File: config.mk
export PLATFORM = sky130hd
export DESIGN_NAME = dxt_texel_decoder
export DESIGN_NICKNAME = d
export VERILOG_FILES = /design/src/hdl/dxt_pkg.sv /design/src/hdl/dxt_texel_decoder.sv
export SDC_FILE = /design/constraint.sdc
export NUM_CORES = 1
export LEC_CHECK = 0
export BUFFER_PORTS_ARGS = -buffer_cell sky130_fd_sc_hd__buf_2
export CORE_MARGIN = 4
export CORE_UTILIZATION = 50
export DETAILED_ROUTE_END_ITERATION = 7
export HOLD_SLACK_MARGIN = 0.03
export MAX_ROUTING_LAYER = met4
export PLACE_DENSITY = 0.7
export SETUP_SLACK_MARGIN = 0.4
export SLEW_MARGIN = 5
export SYNTH_ARGS = -nofsm -noshare
export SYNTH_HDL_FRONTEND = slang
export SYNTH_SLANG_ARGS = --single-unit
File: constraint.sdc
create_clock -name clk -period 10.21 [get_ports clk]
set_input_delay 1.021 -clock clk [delete_from_list [all_inputs] [get_ports clk]]
set_output_delay 1.021 -clock clk [all_outputs]
set_load 0.03 [all_outputs]
File: src/hdl/dxt_pkg.sv
// Shared types, format codes and weight tables for the DXT texel decoder.
package dxt_pkg;

  localparam logic [1:0] FMT_DXT1 = 2'd0;
  localparam logic [1:0] FMT_DXT3 = 2'd1;
  localparam logic [1:0] FMT_DXT5 = 2'd2;

  // Colour code {four_colour, index}: three-colour mode with index 3 is black.
  localparam logic [2:0] CCODE_BLACK = 3'd3;

  typedef struct packed {
    logic [1:0] fmt;
    logic [2:0] ccode;
    logic [4:0] r0;
    logic [4:0] r1;
    logic [5:0] g0;
    logic [5:0] g1;
    logic [4:0] b0;
    logic [4:0] b1;
    logic [3:0] nib;
    logic [3:0] acode;
    logic [7:0] a0;
    logic [7:0] a1;
  } s1_t;

  typedef struct packed {
    logic [1:0]  fmt;
    logic [2:0]  ccode;
    logic [6:0]  rs;
    logic [7:0]  gs;
    logic [6:0]  bs;
    logic [8:0]  cm;
    logic [3:0]  nib;
    logic [10:0] as;
    logic [8:0]  am;
    logic        aforce;
  } s2_t;

  typedef struct packed {
    logic [1:0]  fmt;
    logic [2:0]  ccode;
    logic [15:0] rp;
    logic [16:0] gp;
    logic [15:0] bp;
    logic [19:0] ap;
    logic        aforce;
    logic [7:0]  a3;
  } s3_t;

  // Colour endpoint weights and reciprocal scale, indexed by colour code.
  function automatic logic [1:0] col_n0(input logic [2:0] code);
    logic [1:0] w;
    case (code)
      3'd0: w = 2'd1;
      3'd2: w = 2'd1;
      3'd4: w = 2'd1;
      3'd6: w = 2'd2;
      3'd7: w = 2'd1;
      default: w = 2'd0;
    endcase
    return w;
  endfunction

  function automatic logic [1:0] col_n1(input logic [2:0] code);
    logic [1:0] w;
    case (code)
      3'd1: w = 2'd1;
      3'd2: w = 2'd1;
      3'd5: w = 2'd1;
      3'd6: w = 2'd1;
      3'd7: w = 2'd2;
      default: w = 2'd0;
    endcase
    return w;
  endfunction

  function automatic logic [8:0] col_m(input logic [2:0] code);
    logic [8:0] m;
    case (code)
      3'd2: m = 9'd128;
      3'd3: m = 9'd0;
      3'd6: m = 9'd86;
      3'd7: m = 9'd86;
      default: m = 9'd256;
    endcase
    return m;
  endfunction

  // Alpha endpoint weights and scale, indexed by {eight_value, selector}.
  function automatic logic [2:0] alp_n0(input logic [3:0] code);
    logic [2:0] w;
    case (code)
      4'd0:  w = 3'd1;
      4'd2:  w = 3'd4;
      4'd3:  w = 3'd3;
      4'd4:  w = 3'd2;
      4'd5:  w = 3'd1;
      4'd8:  w = 3'd1;
      4'd10: w = 3'd6;
      4'd11: w = 3'd5;
      4'd12: w = 3'd4;
      4'd13: w = 3'd3;
      4'd14: w = 3'd2;
      4'd15: w = 3'd1;
      default: w = 3'd0;
    endcase
    return w;
  endfunction

  function automatic logic [2:0] alp_n1(input logic [3:0] code);
    logic [2:0] w;
    case (code)
      4'd1:  w = 3'd1;
      4'd2:  w = 3'd1;
      4'd3:  w = 3'd2;
      4'd4:  w = 3'd3;
      4'd5:  w = 3'd4;
      4'd9:  w = 3'd1;
      4'd10: w = 3'd1;
      4'd11: w = 3'd2;
      4'd12: w = 3'd3;
      4'd13: w = 3'd4;
      4'd14: w = 3'd5;
      4'd15: w = 3'd6;
      default: w = 3'd0;
    endcase
    return w;
  endfunction

  function automatic logic [8:0] alp_m(input logic [3:0] code);
    logic [8:0] m;
    case (code)
      4'd0, 4'd1, 4'd8, 4'd9:    m = 9'd256;
      4'd2, 4'd3, 4'd4, 4'd5:    m = 9'd52;
      4'd6, 4'd7:                m = 9'd0;
      default:                   m = 9'd37;
    endcase
    return m;
  endfunction

  // Six-value mode, selector 7: fully opaque.
  function automatic logic alp_force(input logic [3:0] code);
    return (code == 4'd7);
  endfunction

endpackage

File: src/hdl/dxt_texel_decoder.sv
// S3TC (DXT1/DXT3/DXT5) single-texel decoder, four-stage pipeline.
// An accepted word passes the stage 1, 2 and 3 registers and the output registers before result_valid rises.
// Throughput: one texel per cycle when result_stall is low; a single-pass stage chain, no unit is shared.
// A result stall holds full stages that have no empty stage downstream; with all four full it raises texel_stall.
// Reset (rst, synchronous, active high) empties every stage and sets block_format to DXT1.
// The configuration channel is always ready; the format is sampled as each word enters.
module dxt_texel_decoder (
  input  logic        clk,
  input  logic        rst,
  input  logic        cfg_valid,
  output logic        cfg_ready,
  input  logic [1:0]  cfg_data,
  input  logic        texel_valid,
  output logic        texel_stall,
  input  logic [63:0] color_block,
  input  logic [63:0] alpha_block,
  input  logic [1:0]  texel_x,
  input  logic [1:0]  texel_y,
  output logic        result_valid,
  input  logic        result_stall,
  output logic [7:0]  red,
  output logic [7:0]  green,
  output logic [7:0]  blue,
  output logic [7:0]  alpha_out
);
  import dxt_pkg::*;

  // Format register. Writes must only arrive while the pipeline is empty; the block itself does not enforce this.
  logic [1:0] block_format;

  // Stage registers with their valid bits.
  logic v1, v2, v3;
  s1_t  st1;
  s2_t  st2;
  s3_t  st3;

  // A stage may load when it is empty or when its contents move on this cycle.
  logic rdy_out, rdy3, rdy2, rdy1;

  assign rdy_out     = !result_valid || !result_stall;
  assign rdy3        = !v3 || rdy_out;
  assign rdy2        = !v2 || rdy3;
  assign rdy1        = !v1 || rdy2;
  assign texel_stall = !rdy1;
  assign cfg_ready   = 1'b1;

  always_ff @(posedge clk) begin
    if (rst) begin
      block_format <= FMT_DXT1;
    end else if (cfg_valid && cfg_ready) begin
      block_format <= cfg_data;
    end
  end

  // Stage 1: pick out this texel's indices and split the endpoints.
  logic [3:0]  pos;
  logic [15:0] c0, c1;
  logic [1:0]  cidx;
  logic [2:0]  asel;
  s1_t         st1_next;

  always_comb begin
    pos  = {texel_y, texel_x};
    c0   = color_block[15:0];
    c1   = color_block[31:16];
    cidx = color_block[32 + 2 * pos +: 2];
    asel = alpha_block[16 + 3 * pos +: 3];
    st1_next.fmt   = block_format;
    // Four-colour mode when colour0 is strictly greater than colour1.
    st1_next.ccode = {(c0 > c1), cidx};
    st1_next.r0    = c0[15:11];
    st1_next.g0    = c0[10:5];
    st1_next.b0    = c0[4:0];
    st1_next.r1    = c1[15:11];
    st1_next.g1    = c1[10:5];
    st1_next.b1    = c1[4:0];
    st1_next.nib   = alpha_block[4 * pos +: 4];
    st1_next.a0    = alpha_block[7:0];
    st1_next.a1    = alpha_block[15:8];
    // Eight-value alpha mode when alpha0 is strictly greater than alpha1.
    st1_next.acode = {(alpha_block[7:0] > alpha_block[15:8]), asel};
  end

  // Stage 2: weighted endpoint sums; the weights are at most two (colour) or six (alpha).
  s2_t st2_next;

  always_comb begin
    st2_next.fmt    = st1.fmt;
    st2_next.ccode  = st1.ccode;
    st2_next.rs     = 7'(st1.r0) * 7'(col_n0(st1.ccode)) + 7'(st1.r1) * 7'(col_n1(st1.ccode));
    st2_next.gs     = 8'(st1.g0) * 8'(col_n0(st1.ccode)) + 8'(st1.g1) * 8'(col_n1(st1.ccode));
    st2_next.bs     = 7'(st1.b0) * 7'(col_n0(st1.ccode)) + 7'(st1.b1) * 7'(col_n1(st1.ccode));
    st2_next.cm     = col_m(st1.ccode);
    st2_next.nib    = st1.nib;
    st2_next.as     = 11'(st1.a0) * 11'(alp_n0(st1.acode))
                    + 11'(st1.a1) * 11'(alp_n1(st1.acode));
    st2_next.am     = alp_m(st1.acode);
    st2_next.aforce = alp_force(st1.acode);
  end

  // Stage 3: scale by the reciprocal constants. DXT3 alpha is the nibble repeated.
  s3_t st3_next;

  always_comb begin
    st3_next.fmt    = st2.fmt;
    st3_next.ccode  = st2.ccode;
    st3_next.rp     = 16'(st2.rs) * 16'(st2.cm);
    st3_next.gp     = 17'(st2.gs) * 17'(st2.cm);
    st3_next.bp     = 16'(st2.bs) * 16'(st2.cm);
    st3_next.ap     = 20'(st2.as) * 20'(st2.am);
    st3_next.aforce = st2.aforce;
    st3_next.a3     = {st2.nib, st2.nib};
  end

  // Stage 4: shift down, saturate DXT5 alpha and choose the alpha source by format.
  logic [11:0] a5_wide;
  logic [7:0]  a5;
  logic [7:0]  alpha_next;

  always_comb begin
    a5_wide = st3.ap[19:8];
    if (st3.aforce || (a5_wide > 12'd255)) begin
      a5 = 8'hFF;
    end else begin
      a5 = a5_wide[7:0];
    end
    case (st3.fmt)
      FMT_DXT1: begin
        // Punch-through: the black entry of the three-colour mode is transparent.
        alpha_next = (st3.ccode == CCODE_BLACK) ? 8'h00 : 8'hFF;
      end
      FMT_DXT3: begin
        alpha_next = st3.a3;
      end
      default: begin
        alpha_next = a5;
      end
    endcase
  end

  always_ff @(posedge clk) begin
    if (rst) begin
      v1           <= 1'b0;
      v2           <= 1'b0;
      v3           <= 1'b0;
      result_valid <= 1'b0;
    end else begin
      if (rdy1) begin
        v1 <= texel_valid;
      end
      if (rdy2) begin
        v2 <= v1;
      end
      if (rdy3) begin
        v3 <= v2;
      end
      if (rdy_out) begin
        result_valid <= v3;
      end
    end
  end

  // Payload registers load with their stage and need no reset.
  always_ff @(posedge clk) begin
    if (rdy1) begin
      st1 <= st1_next;
    end
    if (rdy2) begin
      st2 <= st2_next;
    end
    if (rdy3) begin
      st3 <= st3_next;
    end
    if (rdy_out) begin
      red       <= st3.rp[12:5];
      green     <= st3.gp[13:6];
      blue      <= st3.bp[12:5];
      alpha_out <= alpha_next;
    end
  end

  // A full first stage that cannot move on keeps its word.
  assert property (@(posedge clk) disable iff (rst)
    v1 && !rdy2 |=> v1 && $stable(st1))
    else $error("stage 1 word lost or changed under stall");

  // A full third stage that cannot move on keeps its word.
  assert property (@(posedge clk) disable iff (rst)
    v3 && !rdy_out |=> v3 && $stable(st3))
    else $error("stage 3 word lost or changed under stall");

  // Opaque DXT1 texels leave with full alpha.
  assert property (@(posedge clk) disable iff (rst)
    v3 && rdy_out && (st3.fmt == FMT_DXT1) && (st3.ccode != CCODE_BLACK)
    |=> alpha_out == 8'hFF)
    else $error("DXT1 opaque texel without full alpha");

  // The black entry of the three-colour mode gives zero colour.
  assert property (@(posedge clk) disable iff (rst)
    v3 && rdy_out && (st3.ccode == CCODE_BLACK)
    |=> (red == 8'd0) && (green == 8'd0) && (blue == 8'd0))
    else $error("three-colour black entry not black");

  // DXT3 alpha is a nibble times seventeen, so both halves match.
  assert property (@(posedge clk) disable iff (rst)
    v3 && rdy_out && (st3.fmt == FMT_DXT3) |=> alpha_out[7:4] == alpha_out[3:0])
    else $error("DXT3 alpha not a repeated nibble");

endmodule
# ---- Word-level counts from Yosys, hierarchy flattened
# Memories as Yosys holds them, arrays and structs flattened. A register that Yosys moved wholly into a read port is not among the register bits.
# Cells that the tools add are included.
# W data, S select, Z words.
dict set report word_totals {
  ff_bits 234
  rom_bits 176
  in_bits 139
  output_inout_bits 35
  mem_count 3
}
dict set report op_classes {
  add_sub_neg 6
  n_mul 13
  order_cmp 3
  eq_ne 10
  shifts 3
  muxes 8
  n_reduce_logical 16
}
# name depth word_bits rd rd_clocked_by_memory_dff write_ports line
set mem_list {}
lappend mem_list {{(name not given)} 16 5 1 1 0 dxt_pkg.sv:132} ;# case (code)
lappend mem_list {{(name not given)} 16 3 1 1 0 dxt_pkg.sv:92} ;# case (code)
lappend mem_list {{(name not given)} 16 3 1 1 0 dxt_pkg.sv:112} ;# case (code)
# op n
set op_table {}
lappend op_table {{$shiftx A64 B7 Y4} 1}
lappend op_table {{$shiftx A64 B8 Y2} 1}
lappend op_table {{$shiftx A64 B8 Y3} 1}
lappend op_table {{$mul A5 B2 Y7} 4}
lappend op_table {{$pmux W9 S3} 1}
lappend op_table {{$mul A7 B9 Y13} 2}
lappend op_table {{$mul A8 B3 Y11} 2}
lappend op_table {{$mul A11 B9 Y20} 1}
lappend op_table {{$gt A16 B16 Y1} 1}
lappend op_table {{$mul A6 B2 Y8} 2}
lappend op_table {{$mux W8} 2}
lappend op_table {{$pmux W8 S2} 1}
lappend op_table {{$add A7 B7 Y7} 2}
lappend op_table {{$mul A8 B9 Y14} 1}
lappend op_table {{$eq A3 B3 Y1 const B} 4}
lappend op_table {{$gt A12 B8 Y1 const B} 1}
lappend op_table {{$add A11 B11 Y11} 1}
lappend op_table {{$eq A3 B2 Y1 const B} 3}
lappend op_table {{$add A8 B8 Y8} 1}
lappend op_table {{$gt A8 B8 Y1} 1}
lappend op_table {{$mux W4} 2}
lappend op_table {{$pmux W2 S2} 2}
lappend op_table {{$reduce_or A4 Y1} 2}
lappend op_table {{$add A5 B6 Y7 const A} 1}
lappend op_table {{other kinds (10)} 19}

# ---- Depth between registers and ports, before layout
dict set report depth {
  ltp_word 6
  depth_mapped 18
}

# ---- Worst setup path after synthesis
# Ideal clock, no wire load.
dict set report synth_timing {
  path_type {input to register}
  startpoint {input port result_stall}
  endpoint {register (tool-made name)}
  setup_ns 0.115
  arrival_time_ns 4.864
  t_required_ns 10.095
  path_slack_ns 5.231
  stages 11
  n_path_buf 1
  cell_sequence {and3_1 -> clkbuf_1 -> nand3_1 -> inv_1 -> nor2_1 -> a21oi_1 -> inv_1 -> ha_1 -> inv_1 -> nor2_1 -> o21a_1}
}
# item line
set synth_rtl {}
lappend synth_rtl {{start: declaration} dxt_texel_decoder.sv:20} ;# input logic result_stall,

==> flow_summary.rst <==
.. list-table::
   :header-rows: 1

   * - Metric
     - Value
   * - Run status
     - complete, no violations
   * - Launch instance of the worst register-to-register path
     - st2[6]$_DFFE_PP_
   * - Net Sw Frac
     - 37.2%
   * - CTS tree
     - done
   * - Top area cells in the synthesized netlist
     - sky130_fd_sc_hd__edfxtp_1, sky130_fd_sc_hd__ha_1, sky130_fd_sc_hd__fa_1
   * - Via count of the first global-routing pass
     - 10858
   * - Die Width
     - 189 um
   * - Overall power of the completed layout
     - between 3000 and 4000 uW
   * - Number of enable flip-flop cells after synthesis
     - 189
   * - Wire length of the first global-routing pass
     - between 50000 and 60000 um
   * - Kind of launch point of the worst setup path
     - flip-flop
   * - Number of cells traversed by the worst hold path
     - 0
   * - H-tree levels
     - 1
   * - Most common cell type on the critical path
     - sky130_fd_sc_hd__fa_1
   * - Register-to-register setup slack
     - 5.63 ns
   * - Layout Skew
     - 0.00873 ns
   * - Layout cell share with drive strength beyond 1
     - 15.6%
   * - YS warnings
     - 0
   * - Number of routed nets with antenna violations
     - 0
   * - Post-detail-place hpwl
     - 25700 um
   * - Leakage power total
     - 0.00885 uW
   * - Hold_ws
     - 0.417 ns
   * - Synth top cells by count
     - sky130_fd_sc_hd__inv_1, sky130_fd_sc_hd__ha_1, sky130_fd_sc_hd__edfxtp_1, sky130_fd_sc_hd__and2_1, sky130_fd_sc_hd__fa_1
   * - Die Outline Area
     - approximately 36000 sq um
   * - CP Capture Type
     - flip-flop
   * - Root Driver
     - sky130_fd_sc_hd__clkbuf_16
   * - Die extent in y
     - 189 um
   * - Global-route usage over all layers
     - 18.1%
   * - Maximum clock insertion buffer count
     - 3
   * - Slowest cell on the critical path
     - sky130_fd_sc_hd__fa_1
   * - Worst vdd ir
     - between 0.0001 and 0.00015 V
   * - Worst-margin pin slew
     - 1.11 ns
   * - Largest fanout on the critical path
     - 12
   * - Post-synthesis average cell area
     - 11.6 sq um
   * - Avg Vias per Cell
     - 5.00
   * - Worst Reg-to-Reg Cells
     - 14
   * - Maximum number of pins on one net before global-route repair
     - 67
   * - Number of buffers inserted by post-CTS setup repair
     - 0
   * - Netlist area before placement
     - between 15000 and 20000 sq um
   * - Max frequency
     - around 220 MHz
   * - Most numerous cell in the Yosys netlist
     - sky130_fd_sc_hd__inv_1
   * - Count of pins on the block boundary
     - around 170
   * - Launch instance of the worst min-delay path
     - st1[59]$_DFFE_PN_
   * - Starting density of the core
     - 51.2%
   * - Layout net count
     - 2053
   * - Power share of the combinational group
     - 47.1%
   * - Kind of path behind the tightest hold check
     - flip-flop to flip-flop
   * - Hold-fix buffer count after cts
     - 0
   * - Number of filler instances in the final layout
     - around 2700
   * - Gp weighted congestion
     - 0.904
   * - Final number of hold-violating endpoints
     - 0
   * - Required time of the critical path
     - roughly 10 ns
   * - Placed standard-cell area
     - ~18000 sq um
   * - Diode insertion count for antenna repair
     - 0
   * - Routed wire length per instance
     - 15.0 um
   * - Minimum clock period
     - 4.58 ns
   * - Slew HR
     - 25.4%
   * - Power density of the placed cells
     - 216 nW/um^2
   * - Post-synth top area share
     - 34.7%
   * - Sequential cell area fraction in the yosys report
     - 36.2%
   * - Port bufs
     - about 170
   * - Remaining Overflow, GRT
     - 0
   * - Pre-antenna DRT Iters
     - 5
   * - Total net switching power
     - 1480 uW
   * - Clk slew on worst S/H paths
     - roughly 0.06 ns
   * - Fin Setup TNS
     - 0 ns
   * - Yosys cell types
     - 54
   * - Synthesized Nets
     - 1878
   * - Final non-filler cell total
     - a little over 2000
   * - Total placed cells including tap cells
     - 1997
   * - Flip-flop and latch count after synthesis
     - 201
   * - CTS Buf Count
     - 23
   * - Post-synthesis instance total
     - between 1000 and 1500
   * - Number of remaining DRC errors
     - 0
   * - Largest area contributor in the synthesized netlist
     - sky130_fd_sc_hd__edfxtp_1
   * - Share of total power in sequential cells
     - 33.6%
   * - P_int
     - about 2500 uW
   * - Endpoint of the lowest-slack register-to-register path
     - a5_wide[10]$_DFFE_PP_
   * - DRC violation total after the first TritonRoute iteration
     - 470
   * - Combined buffer and inverter count along the critical path
     - 2
   * - Post-cts gate resize count
     - 0
   * - Data arrival time at the worst-slack endpoint
     - 4.83 ns
   * - Hold Path Sink
     - st2[59]$_DFFE_PP_
   * - Tcrit/Tclk final
     - 44.9%
   * - Synth Flop Type
     - sky130_fd_sc_hd__edfxtp_1
   * - FFs w/ async S/R, synth
     - 0%
   * - Finished layout cell area
     - 18400 sq um
   * - WS Path Type
     - flip-flop to flip-flop
   * - Fin. max-slew vios
     - 0
   * - CORE AREA
     - 31900 sq um
   * - Unrepaired setup endpoints after global routing
     - no
   * - Gate family responsible for the most delay along the worst path
     - adder cells
   * - Share of total power in the clock network
     - 19.3%
   * - Maximum capacitance violations
     - 0
   * - Routed wire length
     - 30600 um
   * - Area Growth Syn to Fin
     - 12.4%
   * - Via count of the routed design
     - 10178
   * - CTS Sinks
     - 201
   * - Count of endpoints failing setup in the final report
     - 0
   * - Number of antenna violations at the first check in global routing
     - 0
   * - Site Rows
     - 65
   * - Largest incremental delay on the critical path
     - 0.54 ns
   * - Insertion delay to the later sink of the worst-skew pair
     - 0.50 ns
   * - Crit path cell chain
     - and2_1 > ha_1 > fa_1 > inv_1 > fa_1 > fa_1 > inv_1 > ha_1 > nor4_1 > o21ai_0 > a41oi_1 > o21ai_0 > a31oi_1 > xnor2_1
==> placed cells by master, fill, tap and decap left out, drive strengths merged, types with 4 or more instances in the layout <==
cell type,instances
a21o,13
a21oi,43
a31oi,4
and2,157
buf,174
clkbuf,26
clkinv,10
dfxtp,12
edfxtp,189
fa,123
ha,204
inv,269
mux2i,7
mux4,44
nand2,75
nand2b,5
nand3,7
nand4,9
nor2,54
nor2b,10
nor3,9
o211ai,4
o21a,6
o21ai,33
o21bai,6
xnor2,51
xor2,18
==> per-layer routing <==
layer  vias to the layer above  wire length (um)  GRT usage, %  share of wire (%)
met5                         -                 0             -                  0
met4                         0               759          4.88                2.5
li1                       5072                 -             -                  -
met2                       266             13900          29.1                 46
met3                        38              1590          2.37                5.2
met1                      4802             14300          24.7                 47
==> power groups by stage <==
stage	registers [uW]	clock network (uW)	logic (uW)
4_1_cts	1340	791	1900
6_report	1340	765	1870
2_1_floorplan	1400	0	1380
3_3_place_gp	1350	0	1840
3_5_place_dp	1350	0	1880
5_1_grt	1360	831	2180
==> state kept, by name, summed over array words and instances, names as in the netlist, named ones only <==
name	flops
green	8
v1	1
st3	34
blue	8
a5_wide	12
block_format	2
st2	50
st1	61
red	8
v2	1
result_valid	1
alpha_out	8
v3	1
==> kinds of logic after synthesis <==
group	after synthesis	share of synthesized area (%)
buf+inv	294	6.86
xor+xnor	69	3.70
mux	51	6.69
other cells	1	0.0230
fa+ha+maj	327	30.7
flops	201	36.2
simple gates	341	11.0
compound gates	128	4.82
==> final cells by class <==
| type | instances | area, sq um | share of cell area, % |
|---|---|---|---|
| inverter | 270 | 1010 | 5.52 |
| clock inverter | 11 | 106 | 0.579 |
| sequential | 201 | 5920 | 32.2 |
| timing repair buffer | 174 | 876 | 4.77 |
| clock buffer | 26 | 587 | 3.20 |
| multi-input combinational | 917 | 9320 | 50.7 |
| tap | 435 | 544 | 2.96 |
==> stage by stage <==
step	utilization [%]	worst slack, ns
2_1_floorplan	-	5.23
3_3_place_gp	55.4	5.74
3_5_place_dp	55.4	5.64
4_1_cts	57.6	5.63
5_1_grt	57.6	5.32
6_report	57.6	5.63
==> how the worst max path moves through the flow <==
stage / to / slack [ns] / start / cells after the start
2_1_floorplan: flip-flop / 5.23 / result_stall / 11
3_3_place_gp: a5_wide[10]$_DFFE_PP_ / 5.74 / st2[6]$_DFFE_PP_ / 14
3_5_place_dp: st3[58]$_DFFE_PP_ / 5.64 / st2[31]$_SDFFCE_PP0P_ / 13
4_1_cts: st3[58]$_DFFE_PP_ / 5.63 / st2[31]$_SDFFCE_PP0P_ / 13
5_1_grt: a5_wide[10]$_DFFE_PP_ / 5.32 / st2[6]$_DFFE_PP_ / 14
6_report: a5_wide[10]$_DFFE_PP_ / 5.63 / st2[6]$_DFFE_PP_ / 14
Power figures use the tool's default switching activity.
